$ cat config.mk
export PLATFORM = sky130hd
export DESIGN_NAME = nst_ctrl
export DESIGN_NICKNAME = d
export VERILOG_FILES = /design/src/rtl/nst_pkg.sv /design/src/rtl/nst_ctrl.sv
export SDC_FILE = /design/constraint.sdc
export NUM_CORES = 1
export LEC_CHECK = 0
export ABC_AREA = 0
export BUFFER_PORTS_ARGS = -buffer_cell sky130_fd_sc_hd__buf_2
export CAP_MARGIN = 20
export CORE_AREA = 4 4 41 43
export DETAILED_ROUTE_END_ITERATION = 16
export DIE_AREA = 0 0 45 47
export PLACE_DENSITY_LB_ADDON = 0.25
export SLEW_MARGIN = 20
export SYNTH_ARGS = -nofsm -noshare
export SYNTH_HDL_FRONTEND = slang
export SYNTH_SLANG_ARGS = --single-unit
$ cat constraint.sdc
create_clock -name clk -period 1.6 [get_ports clk]
set_clock_uncertainty 0.1 [all_clocks]
set_input_delay 0.16 -clock clk [delete_from_list [all_inputs] [get_ports clk]]
set_output_delay 0.16 -clock clk [all_outputs]
set_load 0.05 [all_outputs]
$ cat src/rtl/nst_pkg.sv
// Shared types, widths, request and status codes for the named slot table.
// No dependencies; imported by every other file of the block but the macro header.
`timescale 1ns / 1ps

package nst_pkg;

  localparam int SLOTS_DEF   = 64;
  localparam int NAME_BYTES  = 32;
  localparam int NAME_W      = NAME_BYTES * 8;
  localparam int WORD_W      = 64;
  localparam int ID_W        = 32;
  localparam int REQ_W       = 2;
  localparam int STATUS_W    = 3;
  localparam int OUT_SLOT_W  = 6;
  localparam int OUT_COUNT_W = 7;

  // Request codes
  localparam logic [REQ_W-1:0] REQ_ADD    = 2'd0;
  localparam logic [REQ_W-1:0] REQ_REMOVE = 2'd1;
  localparam logic [REQ_W-1:0] REQ_FIND   = 2'd2;

  // Status codes
  localparam logic [STATUS_W-1:0] ST_OK      = 3'd0;
  localparam logic [STATUS_W-1:0] ST_DUP     = 3'd1;
  localparam logic [STATUS_W-1:0] ST_FULL    = 3'd2;
  localparam logic [STATUS_W-1:0] ST_MISSING = 3'd3;
  localparam logic [STATUS_W-1:0] ST_LONG    = 3'd4;

  // Controller -> datapath commands
  typedef struct packed {
    logic load;    // request accepted: capture key and clear scan results
    logic issue;   // read slot at scan address
    logic commit;  // apply the update and load the result register
  } nst_cmd_t;

  // Datapath -> controller status
  typedef struct packed {
    logic cmp_busy;  // a compare is still in flight
  } nst_stat_t;

  // Zero every byte from the first zero byte on (name is a C string).
  function automatic logic [NAME_W-1:0] canon_name(input logic [NAME_W-1:0] raw);
    logic [NAME_W-1:0] key;
    logic              ended;
    key   = '0;
    ended = 1'b0;
    for (int b = 0; b < NAME_BYTES; b++) begin
      ended = ended | (raw[8*b +: 8] == 8'h00);
      key[8*b +: 8] = ended ? 8'h00 : raw[8*b +: 8];
    end
    return key;
  endfunction

endpackage

$ cat src/rtl/nst_ctrl.sv
// Sequencer for the named slot table: accept, slot scan, drain, commit.
// Depends on nst_pkg; drives nst_datapath through nst_cmd_t.
`timescale 1ns / 1ps

module nst_ctrl
  import nst_pkg::*;
#(
  parameter int SLOTS  = SLOTS_DEF,
  parameter int SLOT_W = (SLOTS > 1) ? $clog2(SLOTS) : 1
) (
  input  logic              clk,
  input  logic              rst,
  input  logic              req_valid,
  output logic              req_ready,
  output logic              rsp_valid,
  input  logic              rsp_ready,
  output nst_cmd_t          cmd,
  input  nst_stat_t         stat,
  output logic [SLOT_W-1:0] scan_addr
);

  typedef enum logic [1:0] {S_IDLE, S_SCAN, S_DRAIN, S_DONE} state_t;

  localparam logic [SLOT_W-1:0] LAST_SLOT = SLOT_W'(SLOTS - 1);

  state_t state;
  logic   out_free;

  assign out_free  = !rsp_valid || rsp_ready;
  assign req_ready = (state == S_IDLE);

  always_comb begin
    cmd.load   = (state == S_IDLE) && req_valid;
    cmd.issue  = (state == S_SCAN);
    cmd.commit = (state == S_DONE) && out_free;
  end

  always_ff @(posedge clk) begin
    if (rst) begin
      state     <= S_IDLE;
      scan_addr <= '0;
      rsp_valid <= 1'b0;
    end else begin
      // new response on commit, otherwise drop once taken
      if (state == S_DONE && out_free) rsp_valid <= 1'b1;
      else if (rsp_ready) rsp_valid <= 1'b0;
      unique case (state)
        S_IDLE: begin
          scan_addr <= '0;
          if (req_valid) state <= S_SCAN;
        end
        S_SCAN: begin
          if (scan_addr == LAST_SLOT) state <= S_DRAIN;
          else scan_addr <= scan_addr + 1'b1;
        end
        S_DRAIN: begin
          if (!stat.cmp_busy) state <= S_DONE;
        end
        S_DONE: begin
          if (out_free) state <= S_IDLE;
        end
        default: state <= S_IDLE;
      endcase
    end
  end

endmodule

==> flow_summary.yaml, run 1 <==
worst_hold_path:
  min_path_type: "in2reg"
  cell_count_of_the_worst_hold_path: 2
  worstHoldStart: "rst"
  hold-path-endpoint: "scan_addr[0]"
setup_path:
  cell_chain_critical_path: "inv_1, ha_4, buf_4, and2_1, buf_6"
  worst_r2r_startpoint: "state[1]"
  crit_path_start_kind: "register"
  regToRegSetupSlack_ns: 0.08
  rr_worst_depth: 6
  worst_r2r_endpoint: "scan_addr[2]"
  critPathKind: "reg2out"
  crit_arrival_ns: 1.28
  timing.critical_path.to_type: "output port"
  max_stage_delay_ns: 0.34
  required_time_of_the_critical_path_ns: 1.34
  worst_path_max_delay_cell: "sky130_fd_sc_hd__dfxtp_2"
  critical_path.max_fanout: 4
place:
  placement.cell_area_um2: 656
  gp_congestion: 0.698
  placement.io_buffers: 15
  place_worst_setup_slack_ns: -0.0267
  dp_hpwl_um: 848
power:
  power.density_cell_area_nw_per_um2: 1800
  p_switching_uw: 617
  clkPwrFrac_pct: 13.9
  leakage_uw: 0.000311
  max-vdd-ir-drop_uv: 846
  power.switching_fraction_pct: 47.8
  power_frac_comb_pct: 61.8
  seq_power_share_pct: 24.4
  internal_power_uw: 675
synthesis:
  avgSynthCellArea_um2: 8.80
  synth_warnings: 0
  synth_seq_cells: 9
  synth_nets: 68
  synth_fa_ha_area_share_pct: 12.3
  synth_cell_types: 25
  synth_area_um2: 510
  synth_mux_area_share_pct: 1.96
  synth_top_family_by_area: "simple AND/OR/NAND/NOR gates"
  seq_area_frac_synth_pct: 35.3
  synth_xor_xnor_area_share_pct: 1.72
  synth_compound_gate_area_share_pct: 17.4
  synthCells: 58
  area_fraction_in_and_or_nand_and_nor_cells_after_synthesis_pct: 28.4
drt:
  routedWlPerCell_um: 11.7
  drt_iter0_markers: 16
  totalWireLength_um: 1110
  route.detailed.drc: 0
  initial_drt_pass_iterations: 4
  antenna_violating_nets_post_route: 0
  viasPerCell: 5.06
  route.vias.total: 481
global_route:
  grt_max_degree: 9
  antenna_found_initial: 0
  grt_first_pass_wirelength_um: 1810
  global_route.overflow_total: 0
  first_global_vias: 427
  global_route.usage.total_pct: 12.0
timing:
  slew-limit-headroom_pct: 83.6
  grt_setup_unrepaired: "true"
  final_setup_violations: 0
  final.period_utilization_pct: 96.2
  timing_max_transition_violations_final: 0
  post-route-min-period_ns: 1.54
  setup_slack_ns: 0.0616
  worstMarginPinSlew_ns: 0.244
  max_freq_mhz: 650
  final-hold-violation-count: 0
  hold_slack_ns: 0.0550
  fin_setup_tns_ns: 0
clock_tree:
  clock_tree.htree_level_count: 1
  cts_buffers: 3
  worst_skew_pair.late_latency_ns: 0.26
  cts_setup_buffers: 0
  cts_root_buf: "sky130_fd_sc_hd__clkbuf_4"
  clock_sink_count: 9
  clkTransAtPathRegs_ns: 0.07
  cts_max_path_buffers: 2
  cts_tree: "built"
final_layout:
  area_growth_syn_to_layout_pct: 40.4
  antennaDiodeCount: 0
  finalNetCount: 91
  drive_gt1_share_pct: 51.2
  postLayoutCellArea_um2: 717
  fill_cells: 132
job:
  drv_cap: 0
floorplanning:
  die_height_um: 47
  core_area_um2: 1300
  initial_util_pct: 39.2
  ios: 16
  chipWidth_um: 45
  rows: 13
  die-area_um2: 2120
run_status:
  run_status: "finished, final reports clean"
==> worst max path at each step <==
stage,startpoint,endpoint,slack (ns),depth (start not counted)
final,state[1],cmd[2],0.06,5
after global routing,state[1],scan_addr[2],-0.03,6
after CTS,state[0],cmd[2],0.01,5
after detailed placement,state[0],state[1],-0.03,6
after global placement,state[0],state[1],0.04,5
after floorplan,state[0],state[1],-0.02,6
==> power groups by stage <==
stage	Clock, µW	Combinational (µW)	Sequential [µW]
2_1_floorplan	0	518	360
4_1_cts	187	732	313
6_report	179	798	315
3_5_place_dp	0	711	312
3_3_place_gp	0	708	311
5_1_grt	202	864	322
==> Yosys cell counts <==
cell type | count | share of area, %
sky130_fd_sc_hd__dfxtp_1 | 9 | 35
sky130_fd_sc_hd__nor2_1 | 7 | 5.1
sky130_fd_sc_hd__ha_1 | 5 | 12
sky130_fd_sc_hd__inv_1 | 4 | 2.9
sky130_fd_sc_hd__a21oi_1 | 3 | 2.9
sky130_fd_sc_hd__nand2_1 | 3 | 2.2
sky130_fd_sc_hd__nand2b_1 | 3 | 3.7
sky130_fd_sc_hd__nand3_1 | 3 | 2.9
sky130_fd_sc_hd__nor2b_1 | 3 | 3.7
sky130_fd_sc_hd__nor4_1 | 2 | 2.5
sky130_fd_sc_hd__o21ai_0 | 2 | 2.0
sky130_fd_sc_hd__a221o_2 | 1 | 2.2
sky130_fd_sc_hd__a311oi_1 | 1 | 1.7
sky130_fd_sc_hd__and2_1 | 1 | 1.2
sky130_fd_sc_hd__and3_2 | 1 | 1.5
sky130_fd_sc_hd__mux2i_1 | 1 | 2.0
sky130_fd_sc_hd__nand3_2 | 1 | 2.0
sky130_fd_sc_hd__nand4_1 | 1 | 1.2
sky130_fd_sc_hd__nor3_1 | 1 | 0.98
sky130_fd_sc_hd__nor3b_1 | 1 | 1.5
sky130_fd_sc_hd__o211ai_1 | 1 | 1.5
sky130_fd_sc_hd__o21a_4 | 1 | 2.9
sky130_fd_sc_hd__o21ai_1 | 1 | 0.98
sky130_fd_sc_hd__o41ai_2 | 1 | 3.2
sky130_fd_sc_hd__xor2_1 | 1 | 1.7
==> metrics by stage <==
| step | cells | total power, µW | util (%) |
|---|---|---|---|
| after floorplan | 58 | 878 | - |
| after global placement | 91 | 1020 | 50.4 |
| after detailed placement | 91 | 1020 | 50.4 |
| after CTS | 95 | 1230 | 53.1 |
| after global routing | 95 | 1390 | 55.1 |
| final | 95 | 1290 | 55.1 |
==> registers in the layout (all words and copies together) (netlist names) <==
| name | count |
|---|---|
| scan_addr | 6 |
| state | 2 |
| rsp_valid | 1 |
==> worst max-delay path, delay by kind of cell, from the launching register on <==
kind	cells	cell delay (ns)
DFF	1	0.34
and+or+nand+nor	1	0.14
buffers and inverters	3	0.38
adders and majority gates	1	0.16
==> metal layers <==
metal	vias to the layer above	share of wire, %	track usage (%)
li1	253	-	-
met1	208	48	15.9
met2	18	42	17.2
met3	2	9.2	3.45
met4	0	0.99	7.02
met5	-	0	0
==> cells by family (layout without fill, tap and decap cells) <==
group                    after synthesis  after routing
AO/OA/AOI/OAI                         11             11
flip-flops                             9              9
AND/OR/NAND/NOR                       27             27
XOR/XNOR                               1              1
buffers and inverters                  4             26
multiplexers                           1              1
adder cells (fa/ha/maj)                5              5
==> final cells by class <==
type | instances | area (µm²) | share of cell area, %
clock buffers | 3 | 22.5 | 3.14
inverters | 4 | 15.0 | 2.09
clock inverters | 1 | 5.00 | 0.698
well taps | 15 | 18.8 | 2.62
multi-input cells | 45 | 352 | 49.0
flip-flops and latches | 9 | 194 | 27.1
repair buffers | 18 | 110 | 15.4
==> cells in the final DEF (no fill, tap or decap), types with 2 or more instances in the layout <==
cell type / instances
sky130_fd_sc_hd__a21oi_1: 3
sky130_fd_sc_hd__buf_2: 13
sky130_fd_sc_hd__buf_4: 3
sky130_fd_sc_hd__buf_6: 2
sky130_fd_sc_hd__clkbuf_4: 3
sky130_fd_sc_hd__dfxtp_1: 2
sky130_fd_sc_hd__dfxtp_2: 5
sky130_fd_sc_hd__dfxtp_4: 2
sky130_fd_sc_hd__ha_1: 3
sky130_fd_sc_hd__inv_1: 3
sky130_fd_sc_hd__nand2_1: 3
sky130_fd_sc_hd__nand2b_1: 2
sky130_fd_sc_hd__nand3_1: 3
sky130_fd_sc_hd__nor2_1: 7
sky130_fd_sc_hd__nor2b_1: 2
sky130_fd_sc_hd__o21ai_1: 2
==> timing repair <==
item                       in CTS  in global routing
resized for setup               5                  6
setup endpoints to repair       3                  5
hold buffers                    0                  0
Note: power is estimated with default switching activity, not from simulation.
==> run 2: changes to the inputs <==
ABC_AREA = 1   (was 0)
CORE_AREA = default   (was 4 4 41 43)
CORE_MARGIN = 4   (was default)
CORE_UTILIZATION = 43   (was default)
DIE_AREA = default   (was 0 0 45 47)
RECOVER_POWER = 25   (was default)
==> flow_summary.yaml, run 2 <==
clock_tree:
  cts_max_path_buffers: 2
  cts_root_buf: "sky130_fd_sc_hd__clkbuf_4"
  worst_skew_pair.late_latency_ns: 0.27
  cts_tree: "built"
  clkTransAtPathRegs_ns: 0.06
  cts_buffers: 3
  clock_sink_count: 9
  clock_tree.htree_level_count: 1
setup_path:
  crit_arrival_ns: 1.28
  critPathKind: "reg2out"
  critical_path.max_fanout: 6
  crit_path_start_kind: "register"
  required_time_of_the_critical_path_ns: 1.34
  timing.critical_path.to_type: "output port"
  regToRegSetupSlack_ns: 0.14
floorplanning:
  chipWidth_um: 44.1
  ios: 16
  die-area_um2: 1950
  initial_util_pct: 48.0
  rows: 12
  die_height_um: 44.1
  core_area_um2: 1170
synthesis:
  synth_cell_types: 13
  seq_area_frac_synth_pct: 32.1
  synthCells: 83
  ys_top_cells_by_count: "sky130_fd_sc_hd__nand2_1, sky130_fd_sc_hd__inv_1, sky130_fd_sc_hd__nand3_1, sky130_fd_sc_hd__a21oi_1"
  number_of_synthesized_flops_with_an_enable_pin: 0
  synth_seq_cells: 9
  synthArstFlopShare_pct: 0
  synth_area_um2: 562
  avgSynthCellArea_um2: 6.77
  post-synth-top-area-fraction_pct: 32.1
  synth_most_common_cell: "sky130_fd_sc_hd__nand2_1"
  top_cell_type_by_total_area_after_synthesis: "sky130_fd_sc_hd__dfxtp_1"
  synth_warnings: 0
  yosys_most_used_dff: "sky130_fd_sc_hd__dfxtp_1"
  synth.top_cells.by_area: "sky130_fd_sc_hd__dfxtp_1, sky130_fd_sc_hd__nand2_1, sky130_fd_sc_hd__ha_1"
  synth_nets: 93
final_layout:
  commonest_non_fill_non_tap_cell_in_the_layout: "sky130_fd_sc_hd__nand2_1"
  registers.top_by_ff_count: "scan_addr"
  leading_cell_types_in_the_layout_fill_and_taps_excluded: "sky130_fd_sc_hd__nand2_1, sky130_fd_sc_hd__inv_1, sky130_fd_sc_hd__nand3_1"
  fill_cells: 122
  largest_reg_flops: 6
  drive_gt1_share_pct: 22.5
  regArea_um2: 183
  biggestRegsByFlops: "scan_addr: 6 flops, state: 2 flops, rsp_valid: 1 flops"
  instances_no_fill: 116
  utilization_pct: 59.9
  multiInputGateArea_um2: 350
  antennaDiodeCount: 0
  area_growth_syn_to_layout_pct: 24.9
  finalNetCount: 113
global_route:
  global_route.usage.total_pct: 16.0
  first_global_vias: 498
  grt_first_pass_wirelength_um: 2160
  antenna_found_initial: 0
  grt_max_degree: 11
  global_route.overflow_total: 0
drt:
  initial_drt_pass_iterations: 4
  routedWlPerCell_um: 11.3
  route.detailed.drc: 0
  wl_met1_um: 596
  totalWireLength_um: 1310
  viasPerCell: 4.91
  antenna_violating_nets_post_route: 0
  highest_layer: "met4"
  route.vias.total: 569
  drt_iter0_markers: 9
  wl_met2_um: 603
  met3_wire_length_um: 81
power:
  power.density_cell_area_nw_per_um2: 1690
  leakage_uw: 0.000333
  max-vdd-ir-drop_uv: 747
  totalPowerFinal_uw: 1190
timing:
  post-route-min-period_ns: 1.54
  final.period_utilization_pct: 96.2
  final_setup_violations: 0
  final-hold-violation-count: 0
  worstMarginPinSlew_ns: 0.595
  timing_max_transition_violations_final: 0
  max_freq_mhz: 650
  slew-limit-headroom_pct: 60.5
  grt_setup_unrepaired: "true"
place:
  post-place-cells: 112
  gp_congestion: 0.818
  dp_hpwl_um: 981
  placement.io_buffers: 15
worst_hold_path:
  min_path_type: "in2reg"
job:
  drv_cap: 0
run_status:
  run_status: "finished, final reports clean"
-- run 2: cell count changes in the layout (fill, tap and decap cells not counted), moves of 3 or more --
| cell | previous run | this run |
|---|---|---|
| sky130_fd_sc_hd__inv_1 | 3 | 13 |
| sky130_fd_sc_hd__nand3_1 | 3 | 12 |
| sky130_fd_sc_hd__dfxtp_1 | 2 | 7 |
| sky130_fd_sc_hd__a21oi_1 | 3 | 10 |
| sky130_fd_sc_hd__dfxtp_2 | 5 | 2 |
| sky130_fd_sc_hd__clkbuf_1 | 0 | 4 |
| sky130_fd_sc_hd__buf_4 | 3 | 0 |
| sky130_fd_sc_hd__buf_2 | 13 | 10 |
| sky130_fd_sc_hd__nand2_1 | 3 | 19 |
-- run 2: routing by layer --
metal	vias to the layer above	track usage [%]
li1	309	-
met2	12	23.5
met3	4	7.32
met1	244	18.3
met5	-	0
met4	0	10.8
-- run 2: stage by stage --
stage               hold slack (ns)  TNS (ns)  cell area (µm²)  setup WS [ns]
floorplan                     0.122         0              569        0.00800
global placement              0.318         0              662          0.169
detailed placement            0.316         0              662          0.158
CTS                          0.0301         0              688         0.0406
global route                 0.0287  -0.00294              702       -0.00294
finish                       0.0338         0              702         0.0616
-- run 2: cells by family after synthesis --
kind of cell	after synthesis	share of synthesized area, %
compound gates	14	15.8
fa+ha+maj	5	11.1
buf+inv	13	8.69
flops	9	32.1
simple gates	42	32.3
-- run 2: worst paths after layout --
kind	depth (start not counted)	from	end
worst min register to register	2	rsp_valid	rsp_valid
worst max register to register	6	state[1]	scan_addr[0]
worst max-delay path	3	state[1]	cmd[1]
worst min-delay path	2	rst	rsp_valid
-- run 2: worst max-delay path, stage by stage (launching register included) --
cell and delay [ns]:
sky130_fd_sc_hd__dfxtp_1 0.34, sky130_fd_sc_hd__inv_1 0.12, sky130_fd_sc_hd__ha_2 0.26, sky130_fd_sc_hd__buf_2 0.29
-- run 2: what timing repair did --
item / CTS / global route
resized for setup: 0 / 4
setup buffers: 0 / 0
setup endpoints to repair: 0 / 3
hold buffers: 0 / 0
-- run 2: final cells by class --
type                            instances  share of cell area (%)
Clock buffer                            4                    3.74
Inverter                               13                    6.95
Multi-Input combinational cell         61                    49.9
Sequential cell                         9                    26.0
Tap cell                               14                    2.50
Timing Repair Buffer                   15                    10.9
-- run 2: where the power goes --
part           total [µW]  switching, µW  internal [µW]
clock network         179           82.3           96.3
logic                 687            481            206
registers             321           48.1            273
total                1190            612            575
